[config.mk]
export PLATFORM = sky130hd
export DESIGN_NAME = length_prefixed_packet_splitter_unit
export DESIGN_NICKNAME = d
export VERILOG_FILES = /design/src/sv/lps_pkg.sv /design/src/sv/lps_core.sv /design/src/sv/lps_out_reg.sv /design/src/sv/length_prefixed_packet_splitter_unit.sv
export SDC_FILE = /design/constraint.sdc
export NUM_CORES = 1
export LEC_CHECK = 0
export BUFFER_PORTS_ARGS = -buffer_cell sky130_fd_sc_hd__clkbuf_2
export CAP_MARGIN = 20
export CORE_ASPECT_RATIO = 0.75
export CORE_MARGIN = 5
export CORE_UTILIZATION = 60
export CTS_CLUSTER_SIZE = 10
export DETAILED_ROUTE_END_ITERATION = 6
export GPL_ROUTABILITY_DRIVEN = 0
export HOLD_SLACK_MARGIN = 0.02
export PLACE_DENSITY = 0.76
export SLEW_MARGIN = 10
export SYNTH_ARGS = -nofsm -noshare
export SYNTH_HDL_FRONTEND = slang
export SYNTH_SLANG_ARGS = --single-unit
[constraint.sdc]
create_clock -name clk -period 3.12 [get_ports clk]
set_clock_uncertainty 0.15 [all_clocks]
set_input_delay 0.312 -clock clk [delete_from_list [all_inputs] [get_ports clk]]
set_output_delay 0.312 -clock clk [all_outputs]
set_load 0.01 [all_outputs]
[src/sv/lps_pkg.sv]
// ----------------------------------------------------------------------------
// lps_pkg
// Shared types and codes for the length-prefixed packet splitter.
// ----------------------------------------------------------------------------
`default_nettype none

package lps_pkg;

  localparam int LPS_PREFIX_BYTES = 4;
  localparam int LPS_LEN_W        = 32;
  localparam int LPS_LEN_BYTES    = LPS_LEN_W / 8;

  localparam logic [1:0] PH_PREFIX = 2'd0;
  localparam logic [1:0] PH_BODY   = 2'd1;
  localparam logic [1:0] PH_DROP   = 2'd2;

  localparam logic [1:0] ERR_NONE    = 2'd0;
  localparam logic [1:0] ERR_TRUNC   = 2'd1;
  localparam logic [1:0] ERR_OVERRUN = 2'd2;
  localparam logic [1:0] ERR_EMPTY   = 2'd3;

  typedef struct packed {
    logic [7:0] packet_byte;
    logic       byte_valid;
    logic       packet_start;
    logic       packet_end;
    logic       payload_done;
    logic [1:0] error_code;
  } lps_res_t;

endpackage

`default_nettype wire

[src/sv/lps_core.sv]
// ----------------------------------------------------------------------------
// lps_core
// Prefix gathering, body counting and error detection, one request a cycle while step is high.
// ----------------------------------------------------------------------------
`default_nettype none

module lps_core
  import lps_pkg::*;
#(
  parameter int PREFIX_BYTES = LPS_PREFIX_BYTES
) (
  input  wire logic       clk,
  input  wire logic       rst_n,
  input  wire logic       step,
  input  wire logic [7:0] data_byte,
  input  wire logic       byte_present,
  input  wire logic       end_of_payload,
  output logic            res_vld,
  output lps_res_t        res
);

  localparam int CNT_W = (PREFIX_BYTES > 1) ? $clog2(PREFIX_BYTES) : 1;
  localparam logic [CNT_W-1:0] CNT_LAST = CNT_W'(PREFIX_BYTES - 1);

  logic [CNT_W-1:0]     cnt_r, cnt_nxt;
  logic [LPS_LEN_W-1:0] length_r, length_nxt;
  logic [LPS_LEN_W-1:0] left_r, left_nxt;
  logic [1:0]           phase_r, phase_nxt;
  logic                 first_r, first_nxt;

  logic [LPS_LEN_W-1:0] lane;
  logic [LPS_LEN_W-1:0] gath;
  logic                 last_byte;
  logic                 clr;

  always_comb begin
    lane = '0;
    for (int k = 0; k < LPS_LEN_BYTES; k++) begin
      if ((k < PREFIX_BYTES) && (cnt_r == CNT_W'(k))) begin
        lane[8*k +: 8] = data_byte;
      end
    end
  end

  assign gath      = length_r | lane;
  assign last_byte = (left_r == LPS_LEN_W'(1));

  always_comb begin
    cnt_nxt    = cnt_r;
    length_nxt = length_r;
    left_nxt   = left_r;
    phase_nxt  = phase_r;
    first_nxt  = first_r;
    res_vld    = 1'b0;
    res        = '0;
    clr        = 1'b0;
    if (step && (byte_present || end_of_payload)) begin
      case (phase_r)
        PH_PREFIX: begin
          if (!byte_present) begin
            res_vld          = 1'b1;
            res.payload_done = 1'b1;
            res.error_code   = (cnt_r != '0) ? ERR_TRUNC : ERR_NONE;
            clr              = 1'b1;
          end else if (cnt_r != CNT_LAST) begin
            cnt_nxt    = cnt_r + CNT_W'(1);
            length_nxt = gath;
            if (end_of_payload) begin
              res_vld          = 1'b1;
              res.payload_done = 1'b1;
              res.error_code   = ERR_TRUNC;
              clr              = 1'b1;
            end
          end else begin
            cnt_nxt = '0;
            if (gath == '0) begin
              res_vld          = 1'b1;
              res.payload_done = end_of_payload;
              res.error_code   = ERR_EMPTY;
              length_nxt       = '0;
              if (end_of_payload) begin
                clr = 1'b1;
              end else begin
                phase_nxt = PH_DROP;
              end
            end else if (end_of_payload) begin
              res_vld          = 1'b1;
              res.payload_done = 1'b1;
              res.error_code   = ERR_OVERRUN;
              clr              = 1'b1;
            end else begin
              left_nxt   = gath;
              length_nxt = '0;
              first_nxt  = 1'b1;
              phase_nxt  = PH_BODY;
            end
          end
        end
        PH_BODY: begin
          if (!byte_present) begin
            res_vld          = 1'b1;
            res.payload_done = 1'b1;
            res.error_code   = ERR_OVERRUN;
            clr              = 1'b1;
          end else begin
            res_vld          = 1'b1;
            res.packet_byte  = data_byte;
            res.byte_valid   = 1'b1;
            res.packet_start = first_r;
            res.packet_end   = last_byte;
            first_nxt        = 1'b0;
            left_nxt         = left_r - LPS_LEN_W'(1);
            if (end_of_payload) begin
              res.payload_done = 1'b1;
              res.error_code   = last_byte ? ERR_NONE : ERR_OVERRUN;
              clr              = 1'b1;
            end else if (last_byte) begin
              phase_nxt = PH_PREFIX;
            end
          end
        end
        default: begin
          if (end_of_payload) begin
            res_vld          = 1'b1;
            res.payload_done = 1'b1;
            res.error_code   = ERR_NONE;
            clr              = 1'b1;
          end
        end
      endcase
    end
    if (clr) begin
      cnt_nxt    = '0;
      length_nxt = '0;
      left_nxt   = '0;
      phase_nxt  = PH_PREFIX;
      first_nxt  = 1'b0;
    end
  end

  always_ff @(posedge clk) begin
    if (!rst_n) begin
      cnt_r    <= '0;
      length_r <= '0;
      left_r   <= '0;
      phase_r  <= PH_PREFIX;
      first_r  <= 1'b0;
    end else begin
      cnt_r    <= cnt_nxt;
      length_r <= length_nxt;
      left_r   <= left_nxt;
      phase_r  <= phase_nxt;
      first_r  <= first_nxt;
    end
  end

endmodule

`default_nettype wire

[src/sv/lps_out_reg.sv]
// ----------------------------------------------------------------------------
// lps_out_reg
// Result register with valid/ready handshake towards the consumer.
// ----------------------------------------------------------------------------
`default_nettype none

module lps_out_reg
  import lps_pkg::*;
(
  input  wire logic     clk,
  input  wire logic     rst_n,
  input  wire logic     step,
  input  wire logic     res_vld,
  input  wire lps_res_t res,
  input  wire logic     out_ready,
  output logic          in_ready,
  output logic          out_valid,
  output lps_res_t      out_res
);

  logic     vld_r, vld_nxt;
  lps_res_t res_r;
  logic     load;

  assign in_ready = !vld_r || out_ready;
  assign load     = step && res_vld;

  always_comb begin
    vld_nxt = vld_r;
    if (load) begin
      vld_nxt = 1'b1;
    end else if (out_ready) begin
      vld_nxt = 1'b0;
    end
  end

  always_ff @(posedge clk) begin
    if (!rst_n) begin
      vld_r <= 1'b0;
    end else begin
      vld_r <= vld_nxt;
    end
  end

  always_ff @(posedge clk) begin
    if (load) begin
      res_r <= res;
    end
  end

  assign out_valid = vld_r;
  assign out_res   = res_r;

endmodule

`default_nettype wire

[src/sv/length_prefixed_packet_splitter_unit.sv]
// ----------------------------------------------------------------------------
// length_prefixed_packet_splitter_unit
// Splits a byte stream into packets led by a little-endian length prefix.
//
//   channel  dir  handshake              payload
//   in_      in   in_valid / in_ready    data_byte, byte_present, end_of_payload
//   out_     out  out_valid / out_ready  packet_byte, flags, error_code
//
// One request per cycle while in_ready is high; each result is registered and appears in the cycle after its request.
// Throughput is bound by the single result register: a request is taken
// whenever that register is empty or being drained in the same cycle.
// A stalled result stalls the input only while out_ready is low.
// Synchronous active-low reset returns the splitter to prefix gathering.
// ----------------------------------------------------------------------------
`default_nettype none

module length_prefixed_packet_splitter_unit
  import lps_pkg::*;
#(
  parameter int PREFIX_BYTES = LPS_PREFIX_BYTES
) (
  input  wire logic       clk,
  input  wire logic       rst_n,
  input  wire logic       in_valid,
  output logic            in_ready,
  input  wire logic [7:0] in_data_byte,
  input  wire logic       in_byte_present,
  input  wire logic       in_end_of_payload,
  output logic            out_valid,
  input  wire logic       out_ready,
  output logic [7:0]      out_packet_byte,
  output logic            out_byte_valid,
  output logic            out_packet_start,
  output logic            out_packet_end,
  output logic            out_payload_done,
  output logic [1:0]      out_error_code
);

  logic     step;
  logic     res_vld;
  lps_res_t res;
  lps_res_t out_res;

  assign step = in_valid && in_ready;

  lps_core #(
    .PREFIX_BYTES (PREFIX_BYTES)
  ) u_core (
    .clk            (clk),
    .rst_n          (rst_n),
    .step           (step),
    .data_byte      (in_data_byte),
    .byte_present   (in_byte_present),
    .end_of_payload (in_end_of_payload),
    .res_vld        (res_vld),
    .res            (res)
  );

  lps_out_reg u_out (
    .clk       (clk),
    .rst_n     (rst_n),
    .step      (step),
    .res_vld   (res_vld),
    .res       (res),
    .out_ready (out_ready),
    .in_ready  (in_ready),
    .out_valid (out_valid),
    .out_res   (out_res)
  );

  assign out_packet_byte  = out_res.packet_byte;
  assign out_byte_valid   = out_res.byte_valid;
  assign out_packet_start = out_res.packet_start;
  assign out_packet_end   = out_res.packet_end;
  assign out_payload_done = out_res.payload_done;
  assign out_error_code   = out_res.error_code;

  a_start_has_byte: assert property (@(posedge clk) disable iff (!rst_n)
    out_valid && out_packet_start |-> out_byte_valid)
    else $error("packet start without body byte");

  a_err_not_end: assert property (@(posedge clk) disable iff (!rst_n)
    out_valid && (out_error_code != ERR_NONE) |-> !out_packet_end)
    else $error("error reported on a completed packet");

  a_trunc_done: assert property (@(posedge clk) disable iff (!rst_n)
    out_valid && (out_error_code == ERR_TRUNC) |-> out_payload_done && !out_byte_valid)
    else $error("truncated prefix not on payload end");

  a_stall_cause: assert property (@(posedge clk) disable iff (!rst_n)
    !in_ready |-> out_valid && !out_ready)
    else $error("input stalled without a held result");

endmodule

`default_nettype wire

==> After elaboration in Yosys (flattened, before gate mapping) <==
Cells that the tools add are included.
{ "totals": {"ff_bits": 84, "input_bits": 14, "elab_cells": 102} }
{ "op_classes": {"eq_ne": 14, "n_reduce_logical": 20, "bitwise": 2, "addsub": 2, "n_mux": 52} }
{ "op_table": {"columns": ["cell", "n"], "rows": [
  ["$mux W32", 8],
  ["$pmux W32 S2", 1],
  ["$eq A32 B1 Y1 const B", 1],
  ["$logic_not A32 Y1", 1],
  ["$mux W8", 4],
  ["$or A32 B32 Y32", 1],
  ["$sub A32 B1 Y32 const B", 1],
  ["$mux W3", 9],
  ["$mux W2", 10],
  ["$mux W1", 16],
  ["$ne A2 B2 Y1 const B", 7],
  ["$reduce_and A8 Y1", 1],
  ["$reduce_and A7 Y1", 1],
  ["$pmux W3 S2", 1],
  ["$reduce_and A3 Y1", 2],
  ["$reduce_bool A2 Y1", 3],
  ["$eq A2 B1 Y1 const B", 2],
  ["$eq A2 B2 Y1 const B", 2],
  ["$logic_not A2 Y1", 2],
  ["$pmux W1 S2", 2],
  ["$pmux W2 S2", 1],
  ["$reduce_and A4 Y1", 1],
  ["$reduce_or A2 Y1", 2],
  ["$logic_and A1 B1 Y1", 3],
  ["7 further kinds", 8]
]} }

==> Longest topological paths before layout <==
{ "logic_depth": {"word_depth": 11, "ltp_mapped": 10} }

==> Modules after synthesis <==
A second synthesis with hierarchy kept.
{ "hier_totals": {"hier_cells": 562, "hier_area_um2": 4673.2} }
{ "modules_own_cells": {"columns": ["module", "seq_area_each_um2", "cells_per_inst", "n_inst", "area_per_inst_um2"], "rows": [
  ["lps_core", 1381.3, 542, 1, 4194.0],
  ["lps_out_reg", 440.4, 19, 1, 473.0],
  ["length_prefixed_packet_splitter_unit", 0.0, 1, 1, 6.3]
]} }

==> Least setup slack after synthesis <==
No wires, ideal clock.
{ "synth_timing": {"kind": "reg-to-reg", "startpoint": "register u_core.cnt_r[0]", "endpoint": "register u_out.res_r, in the netlist u_out.out_res[0], enable pin", "path_stages_with_launch": 10, "setup_time_ps": 384, "arrival_time_ps": 2281, "path_slack_ps": 305, "required_ps": 2586, "path_cell_list": "dfxtp_1 > inv_1 > ha_1 > clkbuf_1 > o21ai_1 > nand3_1 > a2111oi_4 > and3_1 > o41ai_1 > nor2_1"} }
{ "synth_between": {"elab_chain_len": 10, "elab_cells_between_ends": 17} }
{ "synth_lines": {"columns": ["item", "line_no", "rtl"], "rows": [
  ["start, declared", "lps_core.sv:25", "logic [CNT_W-1:0] cnt_r, cnt_nxt;"],
  ["start signal, assigned", "lps_core.sv:149", "cnt_r <= cnt_nxt;"],
  ["$eq A2 B1 Y1, or another cell as far along", "lps_core.sv:39", "if ((k < PREFIX_BYTES) && (cnt_r == CNT_W'(k))) begin"],
  ["$mux W8", "lps_core.sv:39", null],
  ["$or A32 B32 Y32", "lps_core.sv:45", "assign gath = length_r | lane;"],
  ["$logic_not A32 Y1", "lps_core.sv:76", "if (gath == '0) begin"],
  ["$mux W1", "lps_core.sv:76", null],
  ["$mux W1 *", "lps_core.sv:65", "end else if (cnt_r != CNT_LAST) begin"],
  ["$mux W1 *", "lps_core.sv:60", "if (!byte_present) begin"],
  ["$pmux W1 S2 *", "lps_core.sv:58", "case (phase_r)"],
  ["$mux W1 *", "lps_core.sv:57", "if (step && (byte_present || end_of_payload)) begin"],
  ["$logic_and A1 B1 Y1 *", "lps_out_reg.sv:26", "assign load = step && res_vld;"],
  ["via u_out.load", "lps_out_reg.sv:23", "logic load;"],
  ["end signal, assigned", "lps_out_reg.sv:47", "res_r <= res;"],
  ["end, declared", "lps_out_reg.sv:22", "lps_res_t res_r;"]
]} }
The timed path passes the listed nets; every way through them passes the cells marked *.
A chain may end at the register's enable or synchronous reset.

==> Worst setup path in the final report <==
{ "layout_timing": {"startpoint": "register u_core.cnt_r[0]", "endpoint": "register u_out.res_r, in the netlist u_out.out_res[12], enable pin"} }
The elaborated chain is that of the path after synthesis.

==> impl_metrics.ini <==
[detailed_routing]
viasPerCell = 6.38
drc_errors = 0
dr.pass1.iters = 6
wire_per_inst_microns = 18.1
ant_nets = 0
routed_wl_microns = 12500
drt_iter0_drc = 482
dr_total_vias = 4402

[timing]
setup_violations = 0
tightest_slew_ps = 1090
hold_violations = 0
final-max-slew-violation-count = 0
whs_ps = 60.0
fmax_mhz = 352
finalCritPeriodShare_pct = 91.1
maxSlewHeadroom_pct = 27.5
rsz0062_at_grt = no
tns_ps = 0
post-route-min-period_ps = 2840

[power_and_ir_drop]
p_leak_nw = 1.77
power.density_nw_per_um2 = 432
cellInternalPower_mw = 1.59
p_sw_mw = 0.535
ir_worst_vdd_uv = 297
share_comb_of_total_power_pct = 8.7
clkPwrFrac_pct = 38.5
seqPwrFrac_pct = 52.8
p_sw_share_pct = 25.2

[clocking]
cts.sinks = 84
cts_tree = done
cts-root-buf = clkbuf_8
post-cts-setup-buffers = 0
cts_hold_buf = 0
clk_latency_ps = 350
cts_buffers = 9
clkTransAtPathRegs_ps = 90
clockBufferDepth = 2
ctsHtreeMaxLevel = 3

[cells_and_area]
fillers = 605
syn_to_final_growth_pct = 10.9
nets = 604
antennaDiodeCount = 0
layout-drive-gt1-share_pct = 12.7

[synthesis]
synthArstFlopShare_pct = 0
synth_cells = 569
synth_enable_flop_cells = 14
synth_nets = 589
ys_seq_area_share_pct = 41.0
synth_area_sq_um = 4450
ys_warn_count = 0
yosys_most_used_dff = dfxtp_1
syn_avg_cell_area_sq_um = 7.81
synth.distinct_cells = 58
synth_seq_cells = 84

[job]
cap_violations = 0

[floorplanning]
die_w_microns = 109
dieHeight_microns = 84.5
core_sq_um = 7260
rows = 27
start_util_pct = 61.2
ios = 30
dieArea_sq_um = 9250

[critical_path]
critical_path.max_fanout = 14
arrival_ps = 2750
startpoint = u_core.cnt_r[0]$_SDFFE_PP0P_
crit_top_cell = buf_4
crit_path_end = u_out.out_res[12]$_SDFFCE_PN0P_
crit_chain = inv_1 -> ha_1 -> a2111oi_1 -> o221ai_1 -> a21oi_1 -> buf_4 -> and3_1 -> o41ai_1 -> nor2_1 -> buf_4
crit_path_top_delay_cell = dfxtp_1
r2r_start = u_core.cnt_r[0]$_SDFFE_PP0P_
critical_path_depth = 10
critPathBufInv = 3
start_kind = flip-flop
critPathTopFamily = compound AO/OA/AOI/OAI gates
r2r_setup_slack_ps = 280
r2r_cells = 10
required_ps = 3020
critPathMaxStageDelay_ps = 420
cp-end-kind = flip-flop
worstSetupPathType = reg2reg
r2r-end = u_out.out_res[12]$_SDFFCE_PN0P_

[min_path]
hp-class = in2reg

[global_route]
antenna_found_initial = 0
grt_pass1_wl_microns = 20500
grt_overflow = 0
grt_pass1_vias = 3992
grt_max_degree = 57
grtUsageTotal_pct = 27.8

[run_status]
status = completed

[placement]
portBuffers = 29
post-dp-hpwl_microns = 8640
-- worst reg2reg max path, delay by kind of cell, from the launching register on --
| family | cells | cell delay (ps) |
|---|---|---|
| adder cells (fa/ha/maj) | 1 | 280 |
| AO/OA/AOI/OAI | 4 | 880 |
| flip-flops | 1 | 420 |
| AND/OR/NAND/NOR | 2 | 330 |
| buffers and inverters | 3 | 490 |
-- power by group through the flow --
stage / Combinational, mW / Sequential [mW] / Clock (mW)
floorplan: 0.109 / 1.15 / 0
global placement: 0.177 / 1.15 / 0
detailed placement: 0.180 / 1.15 / 0
CTS: 0.181 / 1.12 / 0.824
global route: 0.199 / 1.13 / 0.879
finish: 0.185 / 1.12 / 0.820
-- routing by layer --
layer / vias to the layer above / part of all wire (%) / track usage [%]
met5: - / 0 / 0
met2: 231 / 46 / 43.3
met3: 20 / 8.4 / 5.53
met1: 2053 / 43 / 39.5
met4: 0 / 1.9 / 6.91
li1: 2098 / - / -
-- worst min path at each step --
stage / cells after the start / start / to / slack (ps)
floorplan: 2 / u_core.left_r[29]$_SDFFE_PP0P_ / u_core.left_r[29]$_SDFFE_PP0P_ / 270
global placement: 2 / u_core.left_r[29]$_SDFFE_PP0P_ / u_core.left_r[29]$_SDFFE_PP0P_ / 290
detailed placement: 2 / u_core.left_r[29]$_SDFFE_PP0P_ / u_core.left_r[29]$_SDFFE_PP0P_ / 300
CTS: 3 / in_valid / u_out.out_valid$_SDFFE_PN0P_ / 50
global route: 3 / in_valid / u_out.out_valid$_SDFFE_PN0P_ / 40
finish: 3 / in_valid / u_out.out_valid$_SDFFE_PN0P_ / 60
-- logic make-up after synthesis --
logic type	synth area share (%)
DFF	41.0
buffers and inverters	5.43
adders and majority gates	1.69
and+or+nand+nor	25.9
AOI/OAI and AO/OA	25.8
muxes	0.225
-- sequential cells by signal (all words and copies together) (netlist names) --
name and cells:
u_out.out_res 14, u_core.cnt_r 2, u_core.first_r 1, u_out.out_valid 1
u_core.length_r 32, u_core.left_r 32, u_core.phase_r 2
-- cell usage after synthesis (4+ instances only) --
cell / n / area [sq um]
or3_1: 4 / 25.0
buf_2: 10 / 50.1
nand4_1: 7 / 43.8
nand3_1: 29 / 145
dfxtp_1: 70 / 1400
a211oi_1: 10 / 75.1
or4_1: 4 / 30.0
a31oi_1: 7 / 43.8
o21ai_0: 27 / 135
nor4_1: 15 / 93.8
nor3_1: 17 / 85.1
a21oi_1: 71 / 355
and3_1: 4 / 25.0
inv_1: 11 / 41.3
nand2b_1: 4 / 25.0
o21ai_1: 46 / 230
ha_1: 6 / 75.1
nor2_1: 50 / 188
clkbuf_1: 32 / 120
and2_1: 20 / 125
nand2_1: 61 / 229
edfxtp_1: 14 / 420
-- placed cells by master (no fill, tap or decap), types with 2 or more instances in the layout --
cell	instances
nand2b_1	4
a31o_1	2
nor3_1	17
or4_1	4
clkinv_4	2
nor4_4	3
ha_1	6
o21a_1	2
a211oi_1	10
buf_4	20
or3_1	4
o211ai_1	2
o21ai_0	27
and2_1	20
o21ai_1	45
nor4_1	15
dfxtp_1	70
a21oi_1	71
inv_1	11
nand4_1	7
a311o_1	2
nand3b_1	2
a22o_1	2
o2bb2ai_1	2
o22ai_1	2
o31ai_1	2
and3_1	4
a31oi_1	7
nand2_1	61
clkbuf_2	29
nor4b_1	2
nor2_1	49
edfxtp_1	14
nand3_1	29
clkbuf_8	9
-- repair_timing --
item / CTS / global route
endpoints found under the setup margin: 0 / 21
hold endpoints to repair: 0 / 0
gates resized for setup: 0 / 1
-- layout make-up --
| type | instances | area [sq um] | share of cell area (%) |
|---|---|---|---|
| well taps | 101 | 126 | 2.56 |
| multi-input cells | 428 | 2410 | 48.9 |
| clock inverters | 5 | 60.1 | 1.22 |
| flip-flops and latches | 84 | 1820 | 37.0 |
| clock buffers | 11 | 153 | 3.10 |
| repair buffers | 50 | 315 | 6.40 |
| inverters | 11 | 41.3 | 0.838 |
-- through the flow --
stage,setup slack (ps),utilization [%],instances,cell area [sq um],power [mW]
6_report,277,67.9,690,4930,2.13
3_5_place_dp,318,64.9,674,4720,1.33
3_3_place_gp,429,64.9,674,4720,1.33
5_1_grt,72.6,67.9,690,4930,2.20
4_1_cts,286,67.9,690,4930,2.13
2_1_floorplan,305,-,569,4450,1.26
Note: power is estimated with default switching activity, not from simulation.
